$ cat src/design/ksr_pkg.sv
// Package for the keyboard state router: request and result codes, slot-list
// control types, sequencer states and the modifier lookup.
// No dependencies.
`timescale 1ns / 1ps

package ksr_pkg;

    localparam int KEY_SLOTS = 6;
    localparam int CNT_W     = $clog2(KEY_SLOTS + 1);
    localparam int IDX_W     = (KEY_SLOTS > 1) ? $clog2(KEY_SLOTS) : 1;

    localparam logic [7:0] ALL_UP_FLAGS = 8'hFF;

    typedef logic [CNT_W-1:0] t_cnt;

    typedef enum logic [2:0] {
        REQ_KEY_DOWN   = 3'd0,
        REQ_KEY_UP     = 3'd1,
        REQ_OTHER      = 3'd2,
        REQ_TO_HOST    = 3'd3,
        REQ_TO_CLIENT  = 3'd4,
        REQ_TOGGLE     = 3'd5,
        REQ_CONNECT    = 3'd6,
        REQ_DISCONNECT = 3'd7
    } t_req;

    typedef enum logic [2:0] {
        KIND_KEY_DOWN   = 3'd0,
        KIND_KEY_UP     = 3'd1,
        KIND_OTHER      = 3'd2,
        KIND_ALL_UP     = 3'd3,
        KIND_MOUSE_IDLE = 3'd4
    } t_kind;

    typedef enum logic [2:0] {
        L_NOP,
        L_CLEAR,
        L_APPEND,
        L_SHIFT,
        L_DROP
    } t_list_op;

    typedef struct packed {
        t_list_op op;
        t_cnt     idx;
    } t_list_ctrl;

    typedef struct packed {
        t_cnt used;
        logic hit;
    } t_list_stat;

    typedef enum logic [2:0] {
        S_IDLE,
        S_SCAN,
        S_SHIFT,
        S_EMIT,
        S_FLUSH_UP,
        S_FLUSH_IDLE
    } t_state;

    // HID modifier bit for the eight mapped virtual keys, zero otherwise
    function automatic logic [7:0] modifier_mask(input logic [15:0] vk);
        logic [7:0] m;
        unique case (vk)
            16'h00A2: m = 8'h01;
            16'h00A0: m = 8'h02;
            16'h00A4: m = 8'h04;
            16'h005B: m = 8'h08;
            16'h00A3: m = 8'h10;
            16'h00A1: m = 8'h20;
            16'h00A5: m = 8'h40;
            16'h005C: m = 8'h80;
            default:  m = 8'h00;
        endcase
        return m;
    endfunction

endpackage

$ cat src/design/keyboard_state_router_top.sv
// Keyboard state router top level: stream ports, sequencer, modifier state
// and result register. Depends on ksr_pkg and ksr_key_list.
`timescale 1ns / 1ps

// Takes one event per input transfer and sends key, other and flush events on
// to the client side while keeping the held modifiers and up to KEY_SLOTS held
// scan codes. s_axis_tready is high only while the sequencer is idle. A state-
// only request (connect, disconnect, routing change without flush, dropped
// event) returns the sequencer straight to idle; an other event passes
// through the emit state; leaving client mode emits its two flush transfers;
// a key down or a key up has one byte comparator walk the slot list a slot
// per cycle, and a removal then moves only the slots after the match down,
// one per cycle. A wait on m_axis_tready holds the sequencer in its emit and
// flush states.
module keyboard_state_router_top (
    input  logic        i_clk,
    input  logic        i_rst_n,
    input  logic        s_axis_tvalid,
    output logic        s_axis_tready,
    // scan_code[7:0], virtual_key[23:8], key_flags[31:24], event_payload[79:32]
    input  logic [79:0] s_axis_tdata,
    // req_type[2:0]
    input  logic [2:0]  s_axis_tuser,
    output logic        m_axis_tvalid,
    input  logic        m_axis_tready,
    // out_scan_code[7:0], out_virtual_key[23:8], out_flags[31:24],
    // out_payload[79:32], held_modifiers[87:80], held_count[90:88], zero above
    output logic [95:0] m_axis_tdata,
    // out_kind[2:0]
    output logic [2:0]  m_axis_tuser,
    // last_of_run
    output logic        m_axis_tlast
);

    ksr_pkg::t_state r_state, n_state;
    logic            r_to_client, n_to_client;
    logic            r_link_up, n_link_up;
    logic [7:0]      r_mods, n_mods;
    ksr_pkg::t_cnt   r_idx, n_idx;

    ksr_pkg::t_req   r_req;
    logic [7:0]      r_sc;
    logic [15:0]     r_vk;
    logic [7:0]      r_fl;
    logic [47:0]     r_pl;

    logic            r_m_valid;
    ksr_pkg::t_kind  r_m_kind, n_m_kind;
    logic [95:0]     r_m_data, n_m_data;
    logic            r_m_last, n_m_last;
    logic            out_load;

    ksr_pkg::t_list_ctrl list_ctrl;
    ksr_pkg::t_list_stat list_stat;

    ksr_pkg::t_req   in_req;
    logic            s_fire;
    logic            fwd;
    logic            is_key;
    logic            go_host;
    logic            out_free;
    logic            at_end;
    logic            shift_more;
    ksr_pkg::t_cnt   idx_inc;
    logic [7:0]      in_mask;

    assign in_req   = ksr_pkg::t_req'(s_axis_tuser);
    assign s_fire   = s_axis_tvalid && s_axis_tready;
    assign fwd      = r_to_client && r_link_up;
    assign is_key   = (in_req == ksr_pkg::REQ_KEY_DOWN) || (in_req == ksr_pkg::REQ_KEY_UP);
    assign go_host  = r_to_client &&
                      ((in_req == ksr_pkg::REQ_TO_HOST) || (in_req == ksr_pkg::REQ_TOGGLE));
    assign out_free = !r_m_valid || m_axis_tready;
    assign idx_inc  = ksr_pkg::t_cnt'(r_idx + ksr_pkg::t_cnt'(1));
    assign at_end   = (r_idx == list_stat.used);
    assign shift_more = (idx_inc < list_stat.used);
    assign in_mask  = ksr_pkg::modifier_mask(s_axis_tdata[23:8]);

    assign s_axis_tready = (r_state == ksr_pkg::S_IDLE);

    ksr_key_list u_key_list (
        .i_clk       (i_clk),
        .i_rst_n     (i_rst_n),
        .i_ctrl      (list_ctrl),
        .i_scan_code (r_sc),
        .o_stat      (list_stat)
    );

    // next state
    always_comb begin
        n_state = r_state;
        unique case (r_state)
            ksr_pkg::S_IDLE: begin
                if (s_fire) begin
                    priority if (fwd && is_key)                      n_state = ksr_pkg::S_SCAN;
                    else if (fwd && in_req == ksr_pkg::REQ_OTHER)    n_state = ksr_pkg::S_EMIT;
                    else if (go_host)                                n_state = ksr_pkg::S_FLUSH_UP;
                    else                                             n_state = ksr_pkg::S_IDLE;
                end
            end
            ksr_pkg::S_SCAN: begin
                priority if (at_end)                 n_state = ksr_pkg::S_EMIT;
                else if (list_stat.hit)
                    n_state = (r_req == ksr_pkg::REQ_KEY_DOWN) ? ksr_pkg::S_EMIT
                                                               : ksr_pkg::S_SHIFT;
                else                                 n_state = ksr_pkg::S_SCAN;
            end
            ksr_pkg::S_SHIFT: begin
                if (!shift_more) n_state = ksr_pkg::S_EMIT;
            end
            ksr_pkg::S_EMIT: begin
                if (out_free) n_state = ksr_pkg::S_IDLE;
            end
            ksr_pkg::S_FLUSH_UP: begin
                if (out_free) n_state = ksr_pkg::S_FLUSH_IDLE;
            end
            ksr_pkg::S_FLUSH_IDLE: begin
                if (out_free) n_state = ksr_pkg::S_IDLE;
            end
            default: n_state = ksr_pkg::S_IDLE;
        endcase
    end

    // outputs and datapath controls
    always_comb begin
        n_to_client   = r_to_client;
        n_link_up     = r_link_up;
        n_mods        = r_mods;
        n_idx         = r_idx;
        list_ctrl.op  = ksr_pkg::L_NOP;
        list_ctrl.idx = r_idx;
        out_load      = 1'b0;
        n_m_kind      = ksr_pkg::KIND_OTHER;
        n_m_data      = '0;
        n_m_last      = 1'b1;
        unique case (r_state)
            ksr_pkg::S_IDLE: begin
                n_idx = '0;
                if (s_fire) begin
                    unique case (in_req)
                        ksr_pkg::REQ_KEY_DOWN: begin
                            if (fwd) n_mods = r_mods | in_mask;
                        end
                        ksr_pkg::REQ_KEY_UP: begin
                            if (fwd) n_mods = r_mods & ~in_mask;
                        end
                        ksr_pkg::REQ_TO_HOST, ksr_pkg::REQ_TOGGLE: begin
                            if (r_to_client) begin
                                n_to_client  = 1'b0;
                                n_mods       = '0;
                                list_ctrl.op = ksr_pkg::L_CLEAR;
                            end else if (in_req == ksr_pkg::REQ_TOGGLE && r_link_up) begin
                                n_to_client = 1'b1;
                            end
                        end
                        ksr_pkg::REQ_TO_CLIENT: begin
                            if (r_link_up) n_to_client = 1'b1;
                        end
                        ksr_pkg::REQ_CONNECT: begin
                            n_link_up = 1'b1;
                        end
                        ksr_pkg::REQ_DISCONNECT: begin
                            n_link_up   = 1'b0;
                            n_to_client = 1'b0;
                        end
                        default: begin
                        end
                    endcase
                end
            end
            ksr_pkg::S_SCAN: begin
                if (at_end) begin
                    if (r_req == ksr_pkg::REQ_KEY_DOWN &&
                        list_stat.used < ksr_pkg::t_cnt'(ksr_pkg::KEY_SLOTS)) begin
                        list_ctrl.op = ksr_pkg::L_APPEND;
                    end
                end else if (!list_stat.hit) begin
                    n_idx = idx_inc;
                end
            end
            ksr_pkg::S_SHIFT: begin
                if (shift_more) begin
                    list_ctrl.op = ksr_pkg::L_SHIFT;
                    n_idx        = idx_inc;
                end else begin
                    list_ctrl.op = ksr_pkg::L_DROP;
                end
            end
            ksr_pkg::S_EMIT: begin
                out_load = out_free;
                n_m_data[87:80] = r_mods;
                n_m_data[90:88] = 3'(list_stat.used);
                if (r_req == ksr_pkg::REQ_OTHER) begin
                    n_m_kind        = ksr_pkg::KIND_OTHER;
                    n_m_data[79:32] = r_pl;
                end else begin
                    n_m_kind = (r_req == ksr_pkg::REQ_KEY_DOWN) ? ksr_pkg::KIND_KEY_DOWN
                                                                : ksr_pkg::KIND_KEY_UP;
                    n_m_data[7:0]   = r_sc;
                    n_m_data[23:8]  = r_vk;
                    n_m_data[31:24] = r_fl;
                end
            end
            ksr_pkg::S_FLUSH_UP: begin
                out_load        = out_free;
                n_m_kind        = ksr_pkg::KIND_ALL_UP;
                n_m_data[31:24] = ksr_pkg::ALL_UP_FLAGS;
                n_m_last        = 1'b0;
            end
            ksr_pkg::S_FLUSH_IDLE: begin
                out_load = out_free;
                n_m_kind = ksr_pkg::KIND_MOUSE_IDLE;
            end
            default: begin
            end
        endcase
    end

    always_ff @(posedge i_clk) begin
        if (!i_rst_n) begin
            r_state     <= ksr_pkg::S_IDLE;
            r_to_client <= 1'b0;
            r_link_up   <= 1'b0;
            r_mods      <= '0;
            r_idx       <= '0;
            r_m_valid   <= 1'b0;
        end else begin
            r_state     <= n_state;
            r_to_client <= n_to_client;
            r_link_up   <= n_link_up;
            r_mods      <= n_mods;
            r_idx       <= n_idx;
            if (out_load) begin
                r_m_valid <= 1'b1;
            end else if (m_axis_tready) begin
                r_m_valid <= 1'b0;
            end
        end
    end

    always_ff @(posedge i_clk) begin
        if (s_fire) begin
            r_req <= in_req;
            r_sc  <= s_axis_tdata[7:0];
            r_vk  <= s_axis_tdata[23:8];
            r_fl  <= s_axis_tdata[31:24];
            r_pl  <= s_axis_tdata[79:32];
        end
        if (out_load) begin
            r_m_kind <= n_m_kind;
            r_m_data <= n_m_data;
            r_m_last <= n_m_last;
        end
    end

    assign m_axis_tvalid = r_m_valid;
    assign m_axis_tdata  = r_m_data;
    assign m_axis_tuser  = r_m_kind;
    assign m_axis_tlast  = r_m_last;

endmodule

$ cat src/design/ksr_key_list.sv
// Held-key slot list with its single shared byte comparator.
// Depends on ksr_pkg.
`timescale 1ns / 1ps

module ksr_key_list (
    input  logic                i_clk,
    input  logic                i_rst_n,
    input  ksr_pkg::t_list_ctrl i_ctrl,
    input  logic [7:0]          i_scan_code,
    output ksr_pkg::t_list_stat o_stat
);

    logic [7:0]    r_slot [ksr_pkg::KEY_SLOTS];
    ksr_pkg::t_cnt r_used;
    ksr_pkg::t_cnt rd_ptr;
    ksr_pkg::t_cnt nxt_idx;
    logic [7:0]    rd_data;

    assign nxt_idx = ksr_pkg::t_cnt'(i_ctrl.idx + ksr_pkg::t_cnt'(1));
    // shift reads the neighbour above, the compare reads the slot itself
    assign rd_ptr  = (i_ctrl.op == ksr_pkg::L_SHIFT) ? nxt_idx : i_ctrl.idx;
    assign rd_data = r_slot[rd_ptr[ksr_pkg::IDX_W-1:0]];

    assign o_stat.used = r_used;
    assign o_stat.hit  = (rd_data == i_scan_code);

    always_ff @(posedge i_clk) begin
        if (!i_rst_n) begin
            r_used <= '0;
        end else begin
            unique case (i_ctrl.op)
                ksr_pkg::L_CLEAR:  r_used <= '0;
                ksr_pkg::L_APPEND: r_used <= ksr_pkg::t_cnt'(r_used + ksr_pkg::t_cnt'(1));
                ksr_pkg::L_DROP:   r_used <= ksr_pkg::t_cnt'(r_used - ksr_pkg::t_cnt'(1));
                default:           r_used <= r_used;
            endcase
        end
    end

    // entries at or above the fill count are never compared, so no clearing
    always_ff @(posedge i_clk) begin
        if (i_ctrl.op == ksr_pkg::L_APPEND) begin
            r_slot[r_used[ksr_pkg::IDX_W-1:0]] <= i_scan_code;
        end else if (i_ctrl.op == ksr_pkg::L_SHIFT) begin
            r_slot[i_ctrl.idx[ksr_pkg::IDX_W-1:0]] <= rd_data;
        end
    end

endmodule

$ cat config.mk
export PLATFORM = sky130hd
export DESIGN_NAME = keyboard_state_router_top
export DESIGN_NICKNAME = d
export VERILOG_FILES = /design/src/design/ksr_pkg.sv /design/src/design/keyboard_state_router_top.sv /design/src/design/ksr_key_list.sv
export SDC_FILE = /design/constraint.sdc
export NUM_CORES = 1
export LEC_CHECK = 0
export BUFFER_PORTS_ARGS = -buffer_cell sky130_fd_sc_hd__buf_2
export CORE_ASPECT_RATIO = 1.75
export CORE_MARGIN = 10
export CORE_UTILIZATION = 45
export CTS_BUF_LIST = sky130_fd_sc_hd__clkbuf_8
export DETAILED_ROUTE_END_ITERATION = 10
export HOLD_SLACK_MARGIN = 0.1
export PLACE_DENSITY = 0.67
export SETUP_SLACK_MARGIN = 0.15
export SLEW_MARGIN = 30
export SYNTH_ARGS = -nofsm -noshare
export SYNTH_HDL_FRONTEND = slang
export SYNTH_SLANG_ARGS = --single-unit
$ cat constraint.sdc
create_clock -name i_clk -period 8.2 [get_ports i_clk]
set_input_delay 1.64 -clock i_clk [delete_from_list [all_inputs] [get_ports i_clk]]
set_output_delay 1.64 -clock i_clk [all_outputs]
set_load 0.02 [all_outputs]
---- Word-level counts from Yosys, hierarchy flattened ----
Memory sizes are Yosys's and may differ from the RTL's.
Index checks and enable logic that the tools add are counted.
W data, S select, Z words.
storage, ports and cells
  register bits ........................... 198
  RAM bits ................................ 48
  word-level logic and storage cells ...... 148
  memories kept ........................... 1
cells by class
  $add $sub $neg .......................... 3
  order comparisons ....................... 2
  equal/unequal tests ..................... 38
  multiplexer cells ....................... 51
  bitwise operators ....................... 4
  reduce and logical (&&, ||, !) cells .... 31
memory list
  memory             depth  bits a word  read ports  clocked after memory_dff  write ports  line                RTL
  u_key_list.r_slot  6      8            1           0                         1            ksr_key_list.sv:13  logic [7:0] r_slot [ksr_pkg::KEY_SLOTS];
operators by type and width
  cell                   count
  $eq A16 B8 Y1 const B  6
  $pmux W8 S8            1
  $mux W3                13
  $pmux W3 S3            4
  $eq A16 B7 Y1 const B  2
  $mux W32               1
  $mux W8                4
  $pmux W8 S3            1
  $eq A3 B2 Y1 const B   7
  $eq A3 B3 Y1 const B   7
  $mux W1                18
  $ne A2 B2 Y1 const B   9
  $pmux W8 S2            1
  $pmux W3 S5            1
  $reduce_and A4 Y1      3
  $reduce_bool A3 Y1     4
  $mux W2                5
  $eq A3 B1 Y1 const B   3
  $logic_not A3 Y1       3
  $and A8 B8 Y8          1
  $eq A8 B8 Y1           1
  $not A8 Y8             1
  $or A8 B8 Y8           1
  $reduce_or A8 Y1       1
  other kinds (18)       31

---- Longest topological paths before layout ----
Gate-level depths: netlist of run 1.
An unclocked memory read counts as a cell.
  depth after elaboration ................. 12
  gate-level depth with buffers ........... 13

---- Cells and area by module ----
Synthesis of run 1 repeated with hierarchy kept, for this count alone.
second synthesis, totals
  cell total of the unflattened synthesis .. 692
  area total of the unflattened synthesis .. 10121.0 µm²
modules (own cells, without submodules)
  module                     instances  cells an instance  area an instance (µm²)  sequential area each (µm²)
  keyboard_state_router_top  1          468                7347.0                  5685.5
  ksr_key_list               1          224                2773.9                  1501.4

---- Worst setup path before layout of run 1 ----
OpenSTA, ideal clock, no wires.
  path type ............................... input to register
  start ................................... input m_axis_tready
  end ..................................... register r_m_data[0], in the netlist m_axis_tdata[0], enable pin
  library setup time ...................... 0.580 ns
  data arrival time ....................... 6.285 ns
  data required time ...................... 7.620 ns
  slack ................................... 1.335 ns
  stages on the path ...................... 2
  buffers on the path ..................... 0
  path through ............................ nor2b_1 > a21oi_1
on the way
  cells in the longest elaborated chain, start to end .. 2
RTL lines
  element               line                              RTL
  start, declared       keyboard_state_router_top.sv:25   input logic m_axis_tready,
  $logic_or A1 B1 Y1    keyboard_state_router_top.sv:73   assign out_free = !r_m_valid || m_axis_tready;
  $mux W1               keyboard_state_router_top.sv:136  unique case (r_state)
  net out_load          keyboard_state_router_top.sv:51   logic out_load;
  end signal, assigned  keyboard_state_router_top.sv:251  r_m_data <= n_m_data;
  end, declared         keyboard_state_router_top.sv:49   logic [95:0] r_m_data, n_m_data;
The timed path passes the listed nets, and every way through them passes these cells.
A chain may end at the register's enable or synchronous reset.

---- Worst setup path in the final report of run 1 ----
  start ................................... register r_idx[1]
  end ..................................... register r_idx[2]
on the way
  cells in the longest elaborated chain, start to end .. 10
RTL lines
  element                             line                                                 RTL
  start, declared                     keyboard_state_router_top.sv:39                      ksr_pkg::t_cnt r_idx, n_idx;
  start signal, assigned              keyboard_state_router_top.sv:232                     r_idx <= n_idx;
  $add A3 B1 Y3                       keyboard_state_router_top.sv:74, ksr_key_list.sv:19
  $lt A3 B3 Y1                        keyboard_state_router_top.sv:76                      assign shift_more = (idx_inc < list_stat.used);
  $mux W3                             keyboard_state_router_top.sv:182                     if (shift_more) begin
  $pmux W3 S3                         keyboard_state_router_top.sv:136
  $eq A3 B2 Y1                        ksr_key_list.sv:21                                   assign rd_ptr = (i_ctrl.op == ksr_pkg::L_SHIFT) ? nxt_idx : i_ctrl.idx;
  $mux W3                             ksr_key_list.sv:21
  $mem_v2 Z6 W8                       --
  $eq A8 B8 Y1                        ksr_key_list.sv:25                                   assign o_stat.hit = (rd_data == i_scan_code);
  $ne A2 B2 Y1 (no source line)       --
  $reduce_and A4 Y1 (no source line)  --
Several ways; a longest one is shown, not always the timed one. The select of a mux whose other input is x is not followed.

==> results of run 1 <==
==> layout make-up <==
class | instances | area (µm²)
inverters | 10 | 38.8
clock inverters | 26 | 189
repair buffers | 188 | 957
well taps | 296 | 370
flip-flops and latches | 246 | 7190
fillers | 1829 | 10100
clock buffers | 38 | 523
multi-input cells | 389 | 2690
==> synthesized netlist by cell type (3+ instances only) <==
cell type  number  area [µm²]
edfxtp_1      226        6790
and2_1         81         507
nor2_1         54         203
nand2_1        41         154
a21oi_1        29         145
clkbuf_1       25        93.8
dfxtp_1        20         400
o21ai_0        18        90.1
mux4_2         16         360
nor3_1         14        70.1
o31ai_1        12        90.1
and3_1          9        56.3
and4_1          9        78.8
inv_1           9        33.8
xnor2_1         8        70.1
a31oi_1         7        43.8
buf_4           7        52.6
a2111o_1        6        67.6
nand3_1         6        30.0
or2_2           5        31.3
xor2_1          5        43.8
a21boi_1        4        30.0
ha_1            4        50.1
mux2i_1         4        40.0
nand2b_1        4        25.0
nor3b_1         4        30.0
nor4_1          4        25.0
a21boi_0        3        22.5
nand3b_1        3        22.5
==> per-layer routing <==
layer  GRT usage, %  vias up  part of all wire [%]
met5              0        -                     0
met4           9.98        0                   5.6
met3           4.22       64                   6.4
met2           29.4      236                    54
met1           15.5     2978                    34
li1               -     2922                     -
==> critical path, stage by stage (launching register included) <==
cell and delay [ns]:
dfxtp_1 0.71, ha_1 0.57, ha_1 0.32, a21oi_1 0.40
nand3_2 0.61, a2111o_1 0.56, o31ai_1 0.08, xnor2_1 0.11
nor4_1 0.34, and4_1 0.36, o32ai_2 0.14, a21bo_1 0.21
==> flip-flops by register name (all words and copies together), names as in the netlist <==
signal / flops
r_idx: 3
r_fl: 8
u_key_list.r_used: 3
u_key_list.r_slot: 48
r_to_client: 1
m_axis_tvalid: 1
r_state: 3
r_sc: 8
m_axis_tlast: 1
r_vk: 16
r_mods: 8
m_axis_tuser: 3
r_pl: 48
r_link_up: 1
m_axis_tdata: 91
r_req: 3
==> path summary, 6_finish.rpt <==
check	end	start	slack [ns]	depth (start not counted)
max	r_idx[2]	r_idx[1]	3.67	11
min	r_mods[5]	r_mods[5]	0.46	2
max reg2reg	r_idx[2]	r_idx[1]	3.67	11
min reg2reg	r_mods[5]	r_mods[5]	0.46	2
==> cells by family (layout without fill, tap and decap cells) <==
family	after synthesis	in the layout
simple gates	246	246
xor+xnor	13	13
flops	246	246
compound gates	98	98
buf+inv	45	262
other cells	1	5
mux	22	22
fa+ha+maj	5	5
==> where the power goes <==
part	internal [W]	switching (W)	total [W]	leakage, nW
Clock	0.000526	0.000446	0.000972	0.383
Combinational	0.0000239	0.0000412	0.0000652	1.85
Sequential	0.00139	0.00000838	0.00140	2.35
Total	0.00194	0.000496	0.00244	4.58
==> stage by stage <==
stage / worst slack (ns) / util [%] / total power [W] / hold WS (ns) / std cells
4_1_cts: 3.30 / 54.1 / 0.00247 / 0.470 / 1193
6_report: 3.67 / 54.2 / 0.00244 / 0.463 / 1193
5_1_grt: 3.33 / 54.2 / 0.00254 / 0.499 / 1193
3_3_place_gp: 3.20 / 50.8 / 0.00149 / 0.447 / 1129
3_5_place_dp: 3.35 / 50.9 / 0.00149 / 0.454 / 1129
2_1_floorplan: 1.33 / - / 0.00146 / 0.428 / 680
==> out/qor.csv, run 1 <==
stage,metric,value,unit
floorplanning,core area,0.0221,mm²
worst_setup_path,crit path kind,flop to flop,
yosys,number of flops mapped to enable cells by yosys,226,
global_route,global-route wire length before repair,35800,µm
worst_setup_path,worst-path maximum fanout,32,
yosys,Compound-Gate Fraction of Synth Area,6.65,%
global_route,GRT Util Overall,16.0,%
yosys,"Seq/Total Area, Yosys",71.6,%
floorplanning,Initial Util,45.5,%
sta,Final TNS setup,0,ns
global_route,total gr overflow,0,
sta,final setup vio count,0,
yosys,number of library cell types mapped by synthesis,63,
route,DRT iter0 DRCs,412,
yosys,Ys Warns,0,
yosys,main combinational cell family by area after synthesis,simple AND/OR/NAND/NOR gates,
pwr,LEAKAGE,4.58,nW
sta,clk_skew,0.0276,ns
sta,Max-slew headroom,37.8,%
yosys,Synth Area in Adders,0.698,%
yosys,synthesized area,0.0100,mm²
route,Antenna Nets Post-Route,0,
floorplanning,row cnt,72,
worst_setup_path,nature of the critical path startpoint,flop,
yosys,"flops & latches, synth",246,
sta,min Tclk post-route,4.53,ns
route,vias post-DR,6200,
cts,CTS tree,built,
layout,synthesis-to-finish area growth,19.1,%
cts,Num CTS Buffers,36,
yosys,Mapped Cells,676,
yosys,"Top FF cell, synth",edfxtp_1,
cts,# hold bufs at CTS,0,
floorplanning,die width,133,µm
route,Post-Route WL,23700,µm
route,vias per std cell,5.20,
sta,period utilization,55.2,%
route,# DRC,0,
floorplanning,Die Ht,218,µm
floorplanning,die area,0.0289,mm²
flow_run,total of max-cap violations,0,
floorplanning,num ports,189,
sta,Final Hold Fails,0,
yosys,syn_area_per_cell,14.8,µm²
sta,Achievable Freq,0.221,GHz
pwr,Worst VDD drop,105,µV
global_route,initial antenna violation count,0,
place,post-DP HPWL,17700,µm
layout,Final Cell Area,0.0120,mm²
cts,PostCTS Resize Cnt,0,
worst_setup_path,CP arrival,4.94,ns
hold_path,worst min-delay path category,flop to flop,
yosys,"area fraction in and, or, nand and nor cells after synthesis",13.6,%
yosys,post-synthesis mux area share,4.21,%
route,drt first pass iters,5,
cts,post-CTS setup buffers,0,
place,I/O Buffers,183,
worst_setup_path,CP Capture Type,flop,
yosys,Synth async-reset ratio,0,%
cts,CTS Root Cell,clkbuf_8,
worst_setup_path,Critical Path RT,8.61,ns
layout,# nets final,963,
global_route,vias in the first global route,6245,
cts,Clock Latency Late Sink,0.53,ns
sta,Max Slew Vio Count,0,
sta,unrepaired setup endpoints after global routing,false,
route,post-DR wirelength/cell,19.9,µm
layout,"commonest non-fill, non-tap cell in the layout",edfxtp_1,
yosys,xor-xnor portion of the synthesized cell area,1.13,%
pwr,power density cells,204,mW/mm²
layout,layout cell share with drive strength beyond 1,30.1,%
outcome,status,"complete, no violations",
layout,# diodes,0,
layout,most frequent cells in the layout,"226 x edfxtp_1, 183 x buf_2, 81 x and2_1",
cts,clk sinks,246,
cts,H-tree Lvls,2,
place,gp weighted congestion,0.889,
sta,Slew @ Worst Pin,0.925,ns
cts,Max clock buf depth,3,
place,dpl cell area,0.0112,mm²
cts,"Reg clk slew, reported paths",0.07,ns
global_route,largest net degree at the start of global routing,80,
Note: power is estimated with default switching activity, not from simulation.
==> run 2, diff against run 1 <==
Settings changed: PLACE_DENSITY 0.67 to 0.69.
Clock period 8.2 ns to 3.7 ns, I/O delays scaled along.
==> run 2 against run 1 <==
Net effect: clock skew down 0.013 ns; highest routed layer unchanged; non-clock buffer count up 25; clock power up 110%; critical path depth up 2; sequential power up 120%.
==> out/qor.csv, run 2 (synthesis gave the netlist of run 1 again) <==
stage,metric,value,unit
cts,Max clock buf depth,3,
layout,number of fill cells in the layout,1820,
layout,"commonest non-fill, non-tap cell in the layout",edfxtp_1,
sta,Max-slew headroom,50.1,%
sta,Final Hold Fails,0,
route,vias per std cell,5.14,
cts,CTS Root Cell,clkbuf_8,
route,vias post-DR,6256,
sta,Final TNS setup,0,ns
sta,Slew @ Worst Pin,0.742,ns
place,dpl cell area,0.0114,mm²
floorplanning,core area,0.0221,mm²
pwr,LEAKAGE,4.70,nW
route,Post-Route WL,23400,µm
global_route,initial antenna violation count,1,
cts,Clock Latency Late Sink,0.53,ns
global_route,vias in the first global route,6462,
route,post-DR wirelength/cell,19.2,µm
sta,clk_skew,0.0150,ns
hold_path,worst min-delay path category,input port to flop,
global_route,GRT Util Overall,15.9,%
pwr,power density cells,433,mW/mm²
route,drt first pass iters,5,
sta,period utilization,93.0,%
place,I/O Buffers,183,
worst_setup_path,crit path kind,flop to flop,
global_route,largest net degree at the start of global routing,76,
worst_setup_path,Worst Path Buf+Inv,1,
layout,Finished Core Util,54.9,%
cts,CTS tree,built,
place,post-DP HPWL,17500,µm
sta,min Tclk post-route,3.44,ns
cts,clk sinks,246,
place,gp weighted congestion,0.870,
worst_setup_path,"slowest stage delay, CP",0.39,ns
pwr,Worst VDD drop,233,µV
global_route,global-route wire length before repair,36300,µm
layout,max reg flops,91,
floorplanning,row cnt,72,
worst_setup_path,crit-path cells,"ha_1, xor2_1, ha_1, a21o_1, o31a_1, buf_4, a2111o_1, o31ai_1, xnor2_1, nor4_1, and4_2, o32ai_2, a21bo_1",
worst_setup_path,Critical Path RT,4.11,ns
layout,# nets final,987,
floorplanning,num ports,189,
route,# DRC,0,
layout,register area,0.00719,mm²
route,DRT iter0 DRCs,350,
worst_setup_path,Crit-path slowest cell,o31a_1,
sta,Achievable Freq,0.291,GHz
floorplanning,die width,133,µm
worst_setup_path,nature of the critical path startpoint,flop,
floorplanning,Die Ht,218,µm
worst_setup_path,Crit path top cell by count,ha_1,
place,"worst slack, placed",0.207,ns
layout,multi-input logic area,0.00268,mm²
floorplanning,die area,0.0289,mm²
cts,"Reg clk slew, reported paths",0.07,ns
worst_setup_path,worst-path maximum fanout,7,
route,Antenna Nets Post-Route,0,
cts,H-tree Lvls,2,
floorplanning,Initial Util,45.5,%
layout,synthesis-to-finish area growth,20.7,%
worst_setup_path,CP arrival,3.85,ns
sta,unrepaired setup endpoints after global routing,false,
layout,most frequent cells in the layout,"226 x edfxtp_1, 183 x buf_2, 81 x and2_1",
sta,final setup vio count,0,
worst_setup_path,Worst path top cell family by delay,compound AO/OA/AOI/OAI gates,
sta,fin worst setup slack,0.260,ns
flow_run,total of max-cap violations,0,
layout,layout cell share with drive strength beyond 1,31.9,%
sta,Max Slew Vio Count,0,
cts,Num CTS Buffers,35,
outcome,status,"complete, no violations",
layout,Final Cell Area,0.0121,mm²
worst_setup_path,CP Capture Type,flop,
global_route,total gr overflow,0,
pwr,Total Power,0.00525,W
==> run 2: final timing paths <==
kind / start / endpoint / slack (ns) / depth (start not counted)
worst max register to register: r_idx[0] / r_idx[2] / 0.26 / 13
worst max-delay path: r_idx[0] / r_idx[2] / 0.26 / 13
worst min register to register: r_mods[5] / r_mods[5] / 0.46 / 2
worst min-delay path: s_axis_tdata[24] / r_fl[0] / 0.39 / 1
==> run 2: final cells by class <==
type / instances / share of cell area [%]
antenna: 1 / 0.0207
clock buffer: 37 / 4.20
clock inverter: 26 / 1.20
inverter: 10 / 0.320
multi-input combinational: 389 / 22.1
sequential: 246 / 59.3
tap: 296 / 3.06
timing repair buffer: 213 / 9.73
==> run 2: worst register-to-register path: cells and delay by family, from the launching register on <==
kind / cells / cell delay, ns
AND/OR/NAND/NOR: 2 / 0.69
buffers and inverters: 1 / 0.17
adder cells (fa/ha/maj): 2 / 0.53
flip-flops: 1 / 0.31
XOR/XNOR: 2 / 0.25
AO/OA/AOI/OAI: 6 / 1.40
==> run 2: metal layers <==
layer  global-route usage [%]  up-vias  part of all wire [%]
met5                        0        -                     0
met4                     7.84        0                   3.5
met3                     3.74       55                   6.4
met2                     29.7      222                    55
met1                     16.1     3008                    35
li1                         -     2971                     -
==> run 2: what timing repair did <==
action                     in CTS  in global routing
resized for setup               0                  3
setup endpoints to repair       0                  4
setup buffers                   0                  3
hold buffers                    0                  0
==> run 2: power breakdown <==
| group | switching (W) | leakage [nW] | total (W) | internal (W) |
|---|---|---|---|---|
| Sequential | 0.0000189 | 2.35 | 0.00310 | 0.00308 |
| Combinational | 0.0000888 | 1.98 | 0.000144 | 0.0000549 |
| Clock | 0.000993 | 0.365 | 0.00200 | 0.00101 |
| Total | 0.00110 | 4.70 | 0.00525 | 0.00415 |
==> run 2: metrics by stage <==
stage | cells | hold slack [ns]
after floorplan | 680 | 0.428
after global placement | 1151 | 0.447
after detailed placement | 1151 | 0.448
after CTS | 1214 | 0.354
after global routing | 1218 | 0.362
final | 1218 | 0.386
==> run 3, diff against run 2 <==
Settings changed: CORE_UTILIZATION 45 to 30, PLACE_DENSITY 0.69 to 0.5, SYNTH_HIERARCHICAL from default to 1.
==> run 3 against run 2 <==
Net effect: the flow now finishes with violations (negative setup slack); largest power group unchanged; setup slack worse by 0.76 ns; sequential power about the same; critical path depth up 5; synthesized cell count up 2.4%; non-clock buffer count up 33.
==> out/qor.csv, run 3 <==
stage,metric,value,unit
floorplanning,die width,159,µm
global_route,global-route wire length before repair,39500,µm
yosys,number of flops mapped to enable cells by yosys,226,
yosys,"flops & latches, synth",246,
floorplanning,Initial Util,30.2,%
worst_setup_path,Critical Path RT,4.17,ns
worst_setup_path,Worst R2R Path Depth,18,
yosys,cell taking the most area after synthesis,edfxtp_1,
worst_setup_path,crit-path cells,"ha_4, xor2_2, ha_1, a21oi_2, buf_4, buf_4, o21a_1, nor2_1, and3b_4, mux4_2, a311oi_2, a21oi_1, mux2_4, a2111oi_4, nor4b_4, o21ai_1, a211o_1, o22ai_2",
worst_setup_path,Crit path top cell by count,buf_4,
hold_path,worst hold start,s_axis_tdata[30],
worst_setup_path,RR Startpoint,r_idx[0],
yosys,"count leader, synth",edfxtp_1,
cts,CTS Root Cell,clkbuf_8,
cts,clk sinks,246,
place,I/O Buffers,183,
worst_setup_path,crit path kind,flop to flop,
cts,Clock Latency Late Sink,0.56,ns
worst_setup_path,"slowest stage delay, CP",0.51,ns
yosys,Mapped Cells,692,
layout,synthesis-to-finish area growth,26.9,%
route,post-DR wirelength/cell,18.1,µm
route,Post-Route WL,25800,µm
floorplanning,core area,0.0335,mm²
pwr,Comb pwr share,3.4,%
layout,layout cell share with drive strength beyond 1,35.6,%
worst_setup_path,Worst path top cell family by delay,compound AO/OA/AOI/OAI gates,
yosys,"Seq/Total Area, Yosys",71.0,%
global_route,largest net degree at the start of global routing,73,
floorplanning,die area,0.0418,mm²
yosys,top post-synthesis cells by area,"edfxtp_1 67%, and2_1 5.3%, dfxtp_1 4.0%, mux2i_1 2.4%, nand2_1 2.3%",
floorplanning,row cnt,89,
layout,number of fill cells in the layout,3197,
sta,unrepaired setup endpoints after global routing,true,
place,Placed Instances,1350,
layout,Finished Core Util,38.3,%
yosys,number of library cell types mapped by synthesis,69,
worst_setup_path,worst reg2reg path endpoint,r_state[1],
pwr,power density cells,429,mW/mm²
yosys,"Top FF cell, synth",edfxtp_1,
pwr,LEAKAGE,4.74,nW
pwr,Worst VDD drop,149,µV
worst_setup_path,Crit-path slowest cell,mux4_2,
sta,Achievable Freq,0.238,GHz
sta,Final Hold Fails,0,
route,Antenna Nets Post-Route,0,
sta,Slew @ Worst Pin,0.654,ns
global_route,total gr overflow,0,
sta,Max-slew headroom,56.4,%
place,gp weighted congestion,0.839,
yosys,syn_area_per_cell,14.6,µm²
pwr,P_int,0.00431,W
outcome,failing checks,negative setup slack,
sta,fin worst setup slack,-0.504,ns
sta,Max Slew Vio Count,0,
layout,"commonest non-fill, non-tap cell in the layout",edfxtp_1,
cts,Num CTS Buffers,38,
route,DRT iter0 DRCs,272,
cts,# hold bufs at CTS,0,
worst_setup_path,nature of the critical path startpoint,flop,
yosys,synth cell count leaders,"226 x edfxtp_1, 85 x and2_1, 62 x nand2_1",
worst_setup_path,worst-path maximum fanout,5,
layout,register area,0.00719,mm²
layout,Finished Layout Cells,1428,
hold_path,Hold Path Depth,1,
yosys,Ys Warns,6,
yosys,synthesized area,0.0101,mm²
layout,# nets final,1034,
floorplanning,num ports,189,
sta,period utilization,114,%
sta,Final TNS setup,-2.29,ns
yosys,Synth async-reset ratio,0,%
worst_setup_path,CP Capture Type,flop,
global_route,initial antenna violation count,3,
yosys,Synth top area share,67.1,%
flow_run,total of max-cap violations,0,
hold_path,hold worst-path end,r_fl[6],
cts,CTS tree,built,
route,vias per std cell,4.47,
layout,multi-input logic area,0.00290,mm²
sta,final setup vio count,5,
cts,H-tree Lvls,2,
pwr,clock share of power,40.0,%
pwr,switch share,21.7,%
outcome,status,"complete, but fails checks",
worst_setup_path,Worst Path Buf+Inv,2,
worst_setup_path,CP arrival,4.67,ns
layout,max reg flops,91,
floorplanning,Die Ht,263,µm
hold_path,worst min-delay path category,input port to flop,
pwr,Total Power,0.00550,W
cts,Max clock buf depth,3,
place,post-DP HPWL,19000,µm
pwr,Seq pwr share,56.5,%
global_route,GRT Util Overall,12.0,%
route,# DRC,0,
cts,"Reg clk slew, reported paths",0.07,ns
layout,most frequent cells in the layout,"226 x edfxtp_1, 183 x buf_2, 85 x and2_1",
sta,clk_skew,0.0257,ns
sta,WHS,0.358,ns
route,vias post-DR,6378,
route,drt first pass iters,4,
sta,min Tclk post-route,4.20,ns
worst_setup_path,r2r setup slk,-0.50,ns
pwr,P_sw,0.00119,W
global_route,vias in the first global route,6602,
worst_setup_path,Crit path depth,18,
==> run 3: changes by cell type after synthesis, sizes merged, moves of 11 or more <==
cell	previous run	this run
nor2	54	37
buf	10	21
nand2	41	62
o31ai	13	1
a21oi	29	11
mux2i	4	24
==> run 3: how the worst max path moves through the flow <==
stage,from,end,slack (ns)
after floorplan,s_axis_tvalid,r_state[1],-2.74
after global placement,r_idx[0],r_state[0],-0.47
after detailed placement,r_idx[0],r_state[1],-0.55
after CTS,r_idx[0],r_state[1],-0.49
after global routing,r_idx[1],r_state[1],-0.80
final,r_idx[0],r_state[1],-0.50
==> run 3: area by class of cell <==
| class | instances | share of cell area [%] |
|---|---|---|
| clock inverters | 28 | 1.32 |
| flip-flops and latches | 246 | 56.0 |
| well taps | 455 | 4.43 |
| inverters | 8 | 0.234 |
| diodes | 4 | 0.0779 |
| clock buffers | 40 | 4.29 |
| multi-input cells | 401 | 22.6 |
| repair buffers | 246 | 11.1 |
==> run 3: worst register-to-register path, delay by kind of cell (launching register included) <==
kind / cells / cell delay, ns
compound gates: 8 / 1.35
mux: 2 / 0.79
simple gates: 3 / 0.78
fa+ha+maj: 2 / 0.46
flops: 1 / 0.34
buf+inv: 2 / 0.22
xor+xnor: 1 / 0.17
==> run 3: metrics by stage <==
step,setup WS (ns),cell area (µm²)
2_1_floorplan,-2.74,10200
3_3_place_gp,-0.467,11900
3_5_place_dp,-0.547,11900
4_1_cts,-0.493,12800
5_1_grt,-0.800,12800
6_report,-0.504,12800
==> run 3: cell families (layout without fill, tap and decap cells) <==
family	count (synthesis)	after routing	share of synthesized area (%)
AO/OA/AOI/OAI	82	82	5.62
XOR/XNOR	20	20	1.80
adder cells (fa/ha/maj)	6	6	0.816
buffers and inverters	49	322	2.26
flip-flops	246	246	71.0
multiplexers	38	38	4.93
other	1	9	0.0371
AND/OR/NAND/NOR	250	250	13.5
==> run 3: power groups by stage <==
stage                     Combinational, W  Sequential, W  Clock [W]
after global routing              0.000209        0.00311    0.00241
after floorplan                  0.0000865        0.00317          0
after detailed placement          0.000187        0.00317          0
after global placement            0.000185        0.00317          0
final                             0.000189        0.00311    0.00220
after CTS                         0.000189        0.00311    0.00230
==> run 3: timing repair <==
action,CTS,global route
endpoints found under the setup margin,23,35
buffers inserted,4,2
pin swaps,7,7
gates resized for setup,11,13
==> run 3: per-layer routing <==
layer	wire length, µm	up-vias	GRT usage, %
met4	879	0	5.78
met1	9020	3097	11.9
met5	0	-	0
li1	-	3053	-
met3	1200	47	2.30
met2	14800	181	23.2
